[src/hdl/ertt_pkg.sv]
package ertt_pkg;

	localparam int RULE_SLOTS = 16;
	localparam int SLOT_W = $clog2(RULE_SLOTS);
	localparam int CNT_W = $clog2(RULE_SLOTS + 1);
	localparam int QDEPTH = 2;
	localparam int REC_W = 16 + 64 + 8 + 16 + 3 + 32 + 8;

	typedef enum logic [2:0] {
		REQ_ADD    = 3'd0,
		REQ_EDIT   = 3'd1,
		REQ_REMOVE = 3'd2,
		REQ_EVENT  = 3'd3,
		REQ_TICK   = 3'd4
	} req_t;

	localparam logic [2:0] ST_OK       = 3'd0;
	localparam logic [2:0] ST_NOTFOUND = 3'd1;
	localparam logic [2:0] ST_FULL     = 3'd2;
	localparam logic [2:0] ST_FIRED    = 3'd3;
	localparam logic [2:0] ST_TICK     = 3'd4;

	localparam logic [2:0] OP_EQ = 3'd0;
	localparam logic [2:0] OP_GT = 3'd1;
	localparam logic [2:0] OP_LT = 3'd2;
	localparam logic [2:0] OP_GE = 3'd3;
	localparam logic [2:0] OP_LE = 3'd4;

	typedef struct packed {
		logic [15:0] rule_id;
		logic [63:0] dev_addr;
		logic [7:0]  endpoint;
		logic [15:0] attr_code;
		logic [2:0]  op_code;
		logic [31:0] threshold;
		logic [7:0]  action_type;
	} rule_t;

	typedef struct packed {
		req_t        req;
		rule_t       rule;
		logic [31:0] sample;
	} cmd_t;

	function automatic logic rule_cmp(logic [2:0] op, logic signed [31:0] a,
			logic signed [31:0] b);
		logic r;
		begin
			case (op)
				OP_EQ: r = (a == b);
				OP_GT: r = (a > b);
				OP_LT: r = (a < b);
				OP_GE: r = (a >= b);
				OP_LE: r = (a <= b);
				default: r = 1'b0;
			endcase
			return r;
		end
	endfunction

endpackage

[src/hdl/ertt_ram.sv]
module ertt_ram #(
	parameter int WIDTH = 8,
	parameter int DEPTH = 16
) (
	input  logic                     clk,
	input  logic                     we,
	input  logic [$clog2(DEPTH)-1:0] waddr,
	input  logic [WIDTH-1:0]         wdata,
	input  logic [$clog2(DEPTH)-1:0] raddr,
	output logic [WIDTH-1:0]         rdata
);
	logic [WIDTH-1:0] mem_q [DEPTH];

	always_ff @(posedge clk) begin
		if (we)
			mem_q[waddr] <= wdata;
		rdata <= mem_q[raddr];
	end
endmodule

[src/hdl/ertt_front.sv]
module ertt_front import ertt_pkg::*; (
	input  logic        clk,
	input  logic        arst_n,
	input  logic        start,
	input  cmd_t        cmd,
	output logic        busy,
	input  logic        pop,
	output logic        q_valid,
	output cmd_t        q_cmd
);
	cmd_t       q_mem_q [QDEPTH];
	logic       wr_ptr_q, rd_ptr_q;
	logic [1:0] fill_q;
	logic       push;

	// Unused request codes are dropped here and never reach the back end.
	assign busy = (fill_q == 2'(QDEPTH));
	assign push = start && !busy && (cmd.req inside {REQ_ADD, REQ_EDIT, REQ_REMOVE,
		REQ_EVENT, REQ_TICK});
	assign q_valid = (fill_q != 2'd0);
	assign q_cmd = q_mem_q[rd_ptr_q];

	always_ff @(posedge clk) begin
		if (push)
			q_mem_q[wr_ptr_q] <= cmd;
	end

	always_ff @(posedge clk or negedge arst_n) begin
		if (!arst_n) begin
			wr_ptr_q <= 1'b0;
			rd_ptr_q <= 1'b0;
			fill_q <= 2'd0;
		end else begin
			if (push)
				wr_ptr_q <= ~wr_ptr_q;
			if (pop)
				rd_ptr_q <= ~rd_ptr_q;
			fill_q <= fill_q + 2'(push) - 2'(pop);
		end
	end

	a_no_overflow: assert property (@(posedge clk) disable iff (!arst_n)
		fill_q <= 2'(QDEPTH)) else $error("queue overflow");
	a_pop_valid: assert property (@(posedge clk) disable iff (!arst_n)
		pop |-> q_valid) else $error("pop from empty queue");
	a_full_busy: assert property (@(posedge clk) disable iff (!arst_n)
		(fill_q == 2'(QDEPTH)) |-> !push) else $error("push while full");
endmodule

[src/hdl/ertt_back.sv]
module ertt_back import ertt_pkg::*; (
	input  logic        clk,
	input  logic        arst_n,
	input  logic [7:0]  holdoff_ticks,
	input  logic        q_valid,
	input  cmd_t        q_cmd,
	output logic        pop,
	output logic        strobe,
	output logic [2:0]  status,
	output logic [15:0] fired_id,
	output logic [7:0]  fired_action,
	output logic        last
);
	typedef enum logic [5:0] {
		S_IDLE  = 6'b000001,
		S_FIND  = 6'b000010,
		S_SHIFT = 6'b000100,
		S_SCAN  = 6'b001000,
		S_CHECK = 6'b010000,
		S_DONE  = 6'b100000
	} state_t;

	state_t            state_q;
	cmd_t              cur_q;
	logic [CNT_W-1:0]  count_q;
	logic [CNT_W-1:0]  idx_q;
	logic [7:0]        hold_q [RULE_SLOTS];

	logic              we;
	logic [SLOT_W-1:0] waddr, raddr;
	rule_t             wdata, rdata;
	logic [REC_W-1:0]  rdata_raw;

	ertt_ram #(.WIDTH(REC_W), .DEPTH(RULE_SLOTS)) u_rules (
		.clk(clk), .we(we), .waddr(waddr), .wdata(wdata),
		.raddr(raddr), .rdata(rdata_raw)
	);
	assign rdata = rule_t'(rdata_raw);

	logic [SLOT_W-1:0] idx_s;
	logic [SLOT_W-1:0] nxt_s;
	logic              fire;
	assign idx_s = idx_q[SLOT_W-1:0];
	assign nxt_s = SLOT_W'(idx_q + 1'b1);
	assign fire = (hold_q[idx_s] == 8'd0) && (rdata.dev_addr == cur_q.rule.dev_addr)
		&& (rdata.endpoint == cur_q.rule.endpoint)
		&& (rdata.attr_code == cur_q.rule.attr_code)
		&& rule_cmp(rdata.op_code, cur_q.sample, rdata.threshold);

	always_comb begin
		we = 1'b0;
		waddr = idx_s;
		wdata = cur_q.rule;
		raddr = idx_s;
		pop = (state_q == S_IDLE) && q_valid;
		unique case (state_q)
			S_IDLE: begin
				if (q_valid && q_cmd.req == REQ_ADD && count_q < CNT_W'(RULE_SLOTS)) begin
					we = 1'b1;
					waddr = count_q[SLOT_W-1:0];
					wdata = q_cmd.rule;
				end
				raddr = '0;
			end
			S_FIND: begin
				if (rdata.rule_id == cur_q.rule.rule_id && cur_q.req == REQ_EDIT)
					we = 1'b1;
				raddr = nxt_s;
			end
			S_SHIFT: begin
				// Read of the next slot landed last cycle; write it one down.
				we = 1'b1;
				wdata = rdata;
				raddr = SLOT_W'(idx_q + 2'd2);
			end
			S_SCAN: raddr = idx_s;
			S_CHECK: raddr = nxt_s;
			S_DONE: ;
			default: ;
		endcase
	end

	always_ff @(posedge clk) begin
		if (pop)
			cur_q <= q_cmd;
	end

	always_ff @(posedge clk or negedge arst_n) begin
		if (!arst_n) begin
			state_q <= S_IDLE;
			count_q <= '0;
			idx_q <= '0;
			strobe <= 1'b0;
			status <= ST_OK;
			fired_id <= '0;
			fired_action <= '0;
			last <= 1'b0;
			for (int i = 0; i < RULE_SLOTS; i++)
				hold_q[i] <= 8'd0;
		end else begin
			strobe <= 1'b0;
			status <= ST_OK;
			fired_id <= '0;
			fired_action <= '0;
			last <= 1'b0;
			unique case (state_q)
				S_IDLE: begin
					idx_q <= '0;
					if (q_valid) begin
						unique case (q_cmd.req)
							REQ_ADD: begin
								strobe <= 1'b1;
								last <= 1'b1;
								if (count_q < CNT_W'(RULE_SLOTS)) begin
									hold_q[count_q[SLOT_W-1:0]] <= 8'd0;
									count_q <= count_q + 1'b1;
								end else
									status <= ST_FULL;
							end
							REQ_EDIT, REQ_REMOVE: begin
								if (count_q == '0) begin
									strobe <= 1'b1;
									last <= 1'b1;
									status <= ST_NOTFOUND;
								end else
									state_q <= S_FIND;
							end
							REQ_EVENT: begin
								if (count_q == '0) begin
									strobe <= 1'b1;
									last <= 1'b1;
								end else
									state_q <= S_CHECK;
							end
							REQ_TICK: begin
								strobe <= 1'b1;
								last <= 1'b1;
								status <= ST_TICK;
								for (int i = 0; i < RULE_SLOTS; i++)
									if (hold_q[i] != 8'd0)
										hold_q[i] <= hold_q[i] - 8'd1;
							end
							default: ;
						endcase
					end
				end
				S_FIND: begin
					if (rdata.rule_id == cur_q.rule.rule_id) begin
						if (cur_q.req == REQ_EDIT) begin
							hold_q[idx_s] <= 8'd0;
							strobe <= 1'b1;
							last <= 1'b1;
							state_q <= S_IDLE;
						end else if (idx_q + 1'b1 < count_q) begin
							state_q <= S_SHIFT;
						end else begin
							count_q <= count_q - 1'b1;
							strobe <= 1'b1;
							last <= 1'b1;
							state_q <= S_IDLE;
						end
					end else if (idx_q + 1'b1 < count_q) begin
						idx_q <= idx_q + 1'b1;
					end else begin
						strobe <= 1'b1;
						last <= 1'b1;
						status <= ST_NOTFOUND;
						state_q <= S_IDLE;
					end
				end
				S_SHIFT: begin
					hold_q[idx_s] <= hold_q[nxt_s];
					if (idx_q + 2'd2 < count_q)
						idx_q <= idx_q + 1'b1;
					else begin
						count_q <= count_q - 1'b1;
						strobe <= 1'b1;
						last <= 1'b1;
						state_q <= S_IDLE;
					end
				end
				S_SCAN: state_q <= S_CHECK;
				S_CHECK: begin
					if (fire) begin
						hold_q[idx_s] <= holdoff_ticks;
						strobe <= 1'b1;
						status <= ST_FIRED;
						fired_id <= rdata.rule_id;
						fired_action <= rdata.action_type;
					end
					if (idx_q + 1'b1 < count_q)
						idx_q <= idx_q + 1'b1;
					else
						state_q <= S_DONE;
				end
				S_DONE: begin
					strobe <= 1'b1;
					last <= 1'b1;
					state_q <= S_IDLE;
				end
				default: state_q <= S_IDLE;
			endcase
		end
	end

	a_count_range: assert property (@(posedge clk) disable iff (!arst_n)
		count_q <= CNT_W'(RULE_SLOTS)) else $error("rule count out of range");
	a_last_strobe: assert property (@(posedge clk) disable iff (!arst_n)
		last |-> strobe) else $error("last without strobe");
	a_pop_idle: assert property (@(posedge clk) disable iff (!arst_n)
		pop |-> state_q == S_IDLE) else $error("pop while working");
	a_fired_nolast: assert property (@(posedge clk) disable iff (!arst_n)
		(strobe && status == ST_FIRED) |-> !last) else $error("fired result marked last");
endmodule

[src/hdl/event_rule_trigger_table_top.sv]
// Trigger-rule table with holdoff.
// Requests enter on start with the fields on their own ports; a request is
// taken at a clock edge where start is high and busy is low. A two-entry
// queue sits between the request decoder and the rule engine, so busy is
// only high while both entries are occupied.
// Results come out on strobe, one cycle each, with last on the final one.
// Add, tick, and a request that finds the table empty answer from the idle
// state as the request leaves the queue. Edit and remove search the table
// one rule per cycle and remove then shifts the tail one rule per cycle.
// An event checks one rule per cycle through the single read port of the
// rule RAM; its final result comes from the done state after the last
// rule is checked.
// The rule engine takes the next request from the queue only when it is
// back in its idle state.
// The receiver cannot stall; results are never held.
// holdoff_ticks is written through cfg_we/cfg_wdata and resets to 3.
// Reset empties the table and the queue and clears every holdoff.
module event_rule_trigger_table_top import ertt_pkg::*; (
	input  logic        clk,
	input  logic        arst_n,
	input  logic        cfg_we,
	input  logic [7:0]  cfg_wdata,
	input  logic        start,
	output logic        busy,
	input  logic [2:0]  req_type,
	input  logic [15:0] rule_id,
	input  logic [63:0] dev_addr,
	input  logic [7:0]  endpoint,
	input  logic [15:0] attr_code,
	input  logic [2:0]  op_code,
	input  logic [31:0] threshold,
	input  logic [7:0]  action_type,
	input  logic [31:0] sample,
	output logic        strobe,
	output logic [2:0]  status,
	output logic [15:0] fired_id,
	output logic [7:0]  fired_action,
	output logic        last
);
	logic [7:0] holdoff_q;
	cmd_t       cmd, q_cmd;
	logic       q_valid, pop;

	always_ff @(posedge clk or negedge arst_n) begin
		if (!arst_n)
			holdoff_q <= 8'd3;
		else if (cfg_we)
			holdoff_q <= cfg_wdata;
	end

	always_comb begin
		cmd.req = req_t'(req_type);
		cmd.rule.rule_id = rule_id;
		cmd.rule.dev_addr = dev_addr;
		cmd.rule.endpoint = endpoint;
		cmd.rule.attr_code = attr_code;
		cmd.rule.op_code = op_code;
		cmd.rule.threshold = threshold;
		cmd.rule.action_type = action_type;
		cmd.sample = sample;
	end

	ertt_front u_front (
		.clk(clk), .arst_n(arst_n), .start(start), .cmd(cmd), .busy(busy),
		.pop(pop), .q_valid(q_valid), .q_cmd(q_cmd)
	);

	ertt_back u_back (
		.clk(clk), .arst_n(arst_n), .holdoff_ticks(holdoff_q),
		.q_valid(q_valid), .q_cmd(q_cmd), .pop(pop), .strobe(strobe),
		.status(status), .fired_id(fired_id), .fired_action(fired_action),
		.last(last)
	);
endmodule

[config.mk]
export PLATFORM = sky130hd
export DESIGN_NAME = event_rule_trigger_table_top
export DESIGN_NICKNAME = d
export VERILOG_FILES = /design/src/hdl/ertt_pkg.sv /design/src/hdl/ertt_ram.sv /design/src/hdl/ertt_front.sv /design/src/hdl/ertt_back.sv /design/src/hdl/event_rule_trigger_table_top.sv
export SDC_FILE = /design/constraint.sdc
export NUM_CORES = 2
export LEC_CHECK = 0
export BUFFER_PORTS_ARGS = -buffer_cell sky130_fd_sc_hd__buf_2
export CORE_ASPECT_RATIO = 1.4
export CORE_MARGIN = 5
export CORE_UTILIZATION = 30
export DETAILED_ROUTE_END_ITERATION = 6
export GPL_TIMING_DRIVEN = 0
export PLACE_DENSITY = 0.43
export SLEW_MARGIN = 20
export SYNTH_ARGS = -nofsm -noshare
export SYNTH_HDL_FRONTEND = slang
export SYNTH_SLANG_ARGS = --single-unit
[constraint.sdc]
create_clock -name clk -period 19.3 [get_ports clk]
set_input_delay 0 -clock clk [delete_from_list [all_inputs] [get_ports clk]]
set_output_delay 0 -clock clk [all_outputs]
set_load 0.05 [all_outputs]
==> metrics.md <==
| Metric | Value |
|---|---|
| Run status | `finished with violations` |
| Failing checks | `design-rule violations` |
| EDFF count, synth | `2898` |
| Detailed Place HPWL | `337000 um` |
| Worst Path Arrival | `9.51 ns` |
| Max FO, Critical Path | `10` |
| Number of global-route vias before repair | `78800` |
| WP buf/inv | `9` |
| GR Overflow Total | `0` |
| Setup TNS | `0 ns` |
| F_max | `114 MHz` |
| Worst-path clk slew | `0.06 ns` |
| Largest net degree at the start of global routing | `68` |
| Share of post-route cells with drive strength above 1 | `24.1%` |
| DRC | `1` |
| Sequential share of the synthesized area | `73.2%` |
| Initial antenna violation count | `45` |
| Distinct cell type count after synthesis | `88` |
| Worst setup EP type | `flip-flop` |
| Place WS | `10.78 ns` |
| Slew margin rel. | `11.6%` |
| RR Endpoint | `u_back.u_rules.rdata[75]` |
| VDD IR max | `79.8 uV` |
| Hold Fails Final Rpt | `0` |
| Crit path depth | `14` |
| H-Tree Depth | `5` |
| First-pass GRT wire length | `657000 um` |
| DR WL/cell | `33.1 um` |
| CTS root buf | `clkbuf_16` |
| Final Slew Violations | `0` |
| Max Root-Sink Buffers | `4` |
| Crit Path Class | `flip-flop to flip-flop` |
| Max cap viols | `0` |
| Die height | `787 um` |
| CP dominant cell by count | `buf_2` |
| Port Buf Inserts | `222` |
| Yosys warns | `0` |
| Period Utilization, post-route | `45.3%` |
| Core Region | `430000 sq um` |
| Cell Rows | `285` |
| PwrDens | `146 nW/um^2` |
| CTS tree | `built` |
| Worst Setup SP | `u_back.idx_q[1]` |
| Post-synth top area share | `67.3%` |
| Global Route Usage Sum | `21.1%` |
| R2R cell count | `14` |
| Delay-heaviest family, CP | `buffers and inverters` |
| Fin nets | `8708` |
| Worst path slowest cell | `clkbuf_1` |
| Die area | `444000 sq um` |
| Crit path capture | `u_back.u_rules.rdata[75]` |
| Reg-to-reg startpoint | `u_back.idx_q[1]` |
| Mapped Cells | `7145` |
| 1st-iter DRT viols | `7582` |
| Layout area overhead | `23.0%` |
| Post-route ant nets | `0` |
| RSZ-0062 raised after global routing | `false` |
| # fillers | `40000` |
| Via Count | `76400` |
| Clock sinks | `3229` |
| Reg2Reg Setup Slack | `10.55 ns` |
| Ports | `224` |
| Post-CTS sizing | `0` |
| Vias per inst | `5.27` |
| Initial Util | `30.1%` |
| Clock Skew | `0.0797 ns` |
| Drt pass-1 iters | `7` |
| Worst hold path class | `primary input to flip-flop` |
| Top_reg_cell synth | `edfxtp_1` |
| P_leak | `52.5 nW` |
| Async SR Flop Fraction | `5.70%` |
| Max stage delay on crit path | `0.90 ns` |
| Worst path required time | `20.06 ns` |
| Hold Crit Depth | `5` |
| PnR worst setup slack | `10.55 ns` |
| Worst-Margin Slew | `1.33 ns` |
| GP Congestion | `0.957` |
| DIE WIDTH | `565 um` |
| Worst path cell trace | `clkbuf_1, inv_1, ha_1, buf_2, clkbuf_1, clkbuf_1, nand2_1, o211ai_1, buf_2, buf_2, buf_2, buf_1, mux2i_1, a21oi_1` |
| Syn Std Cell Area | `129000 sq um` |
| Synth Net Count | `7414` |
| CP startpoint kind | `flip-flop` |
| Syn avg cell area | `18.1 sq um` |
| Final WL | `480000 um` |
| Final Setup Violations | `0` |
| Top cells by area, synth | `edfxtp_1 (67%), mux4_2 (11%), dfrtp_1 (3.5%)` |
| Total CTS buffers | `346` |
| Worst-Skew Late Latency | `0.98 ns` |
| Fin crit period | `8.75 ns` |
| Flops & latches, synth | `3229` |
| Post-synth top area cell | `edfxtp_1` |
report_power, final:
group	leakage, nW	switching [mW]	internal, mW
combinational	17.2	4.42	2.32
clock	5.43	2.88	3.73
sequential	29.9	0.492	9.37
total	52.5	7.79	15.4
cells in the mapped netlist (all sizes together) (153+ instances only):
cell,count
edfxtp,2898
mux4,621
nand2,442
clkbuf,321
mux2,195
and2,188
nor2,186
dfrtp,181
and3,171
a31oi,164
a211oi,163
a221o,153
registers in the layout (all words and copies together) (netlist names):
signal and cells:
u_front.rd_ptr_q 1, u_back.u_rules.mem_q 2352, u_back.state_q 5, u_front.q_mem_q 364
u_back.idx_q 5, u_back.status 3, u_back.hold_q 128, u_back.strobe 1
u_back.cur_q 182, holdoff_q 8, u_front.wr_ptr_q 1, u_front.fill_q 2
u_back.fired_id 16, u_back.count_q 5, u_back.u_rules.rdata 147, u_back.last 1
u_back.fired_action 8
per-layer routing:
metal  global-route usage [%]  vias up  wire [um]
li1                         -    31800          -
met1                     27.3    41100     196000
met2                     35.9     2768     238000
met3                     3.10      723      27000
met4                     7.55        4      19800
met5                        0        -         21
through the flow:
stage / cells / utilization [%] / hold slack [ns] / instance area, sq um / total power, mW
2_1_floorplan: 7145 / - / -0.296 / 129000 / 13.6
3_3_place_gp: 13100 / 32.0 / 0.188 / 138000 / 16.3
3_5_place_dp: 13400 / 33.5 / 0.00972 / 144000 / 16.7
4_1_cts: 14500 / 37.0 / 0.00730 / 159000 / 23.5
5_1_grt: 14500 / 37.0 / 0.103 / 159000 / 24.1
6_report: 14500 / 37.0 / 0.0990 / 159000 / 23.2
what timing repair did:
item                                    4_1_cts  5_1_grt
hold buffers                                394        0
buffers inserted                              0        0
endpoints found under the setup margin        0        0
endpoints found under the hold margin       641        0
worst min-delay path: cells and delay by family:
| family | cells | cell delay [ns] |
|---|---|---|
| buf+inv | 2 | 0.64 |
| compound gates | 1 | 0.10 |
| xor+xnor | 1 | 0.09 |
| simple gates | 1 | 0.20 |
final cells by class:
type / instances / area [sq um] / area share (%)
antenna: 18 / 45.0 / 0.0283
buffer: 445 / 1870 / 1.18
clock buffer: 458 / 9500 / 5.97
clock inverter: 186 / 1620 / 1.02
inverter: 95 / 357 / 0.224
multi-input combinational: 3376 / 32900 / 20.7
sequential: 3229 / 94600 / 59.5
tap: 5740 / 7180 / 4.52
timing repair buffer: 946 / 10900 / 6.88
cells by family after synthesis:
group                    after synthesis  synth area share, %
AO/OA/AOI/OAI                       1029                 5.80
XOR/XNOR                             130                0.881
adder cells (fa/ha/maj)               75                0.732
buffers and inverters                540                 1.65
flip-flops                          3229                 73.2
multiplexers                         850                 12.8
AND/OR/NAND/NOR                     1292                 5.00
placed cells by master (no fill, tap or decap), drive strengths merged, types with 61 or more instances in the layout:
master | Yosys | final
mux2 | 195 | 195
a221o | 153 | 153
and2 | 188 | 188
inv | 94 | 106
and3 | 171 | 171
dfxtp | 147 | 147
nand3 | 61 | 61
clkbuf | 321 | 779
ha | 74 | 74
xnor2 | 90 | 90
a31oi | 164 | 164
buf | 124 | 677
dlygate4sd3 | 0 | 393
nand2 | 442 | 442
mux4 | 621 | 621
a211oi | 163 | 163
edfxtp | 2898 | 2898
dfrtp | 181 | 181
nor2 | 186 | 186
clkinv | 1 | 138
o21ai | 143 | 143
a21oi | 106 | 106
worst min-delay path by stage:
stage	slack, ns	end	from
after floorplan	-0.30	holdoff_q[2]	arst_n
after global placement	0.19	u_front.q_mem_q[1][138]	dev_addr[39]
after detailed placement	0.01	u_back.fired_id[12]	arst_n
after CTS	0.007	u_front.wr_ptr_q	req_type[0]
after global routing	0.10	holdoff_q[4]	cfg_we
final	0.1	u_front.wr_ptr_q	req_type[0]
Note: power is estimated with default switching activity, not from simulation.
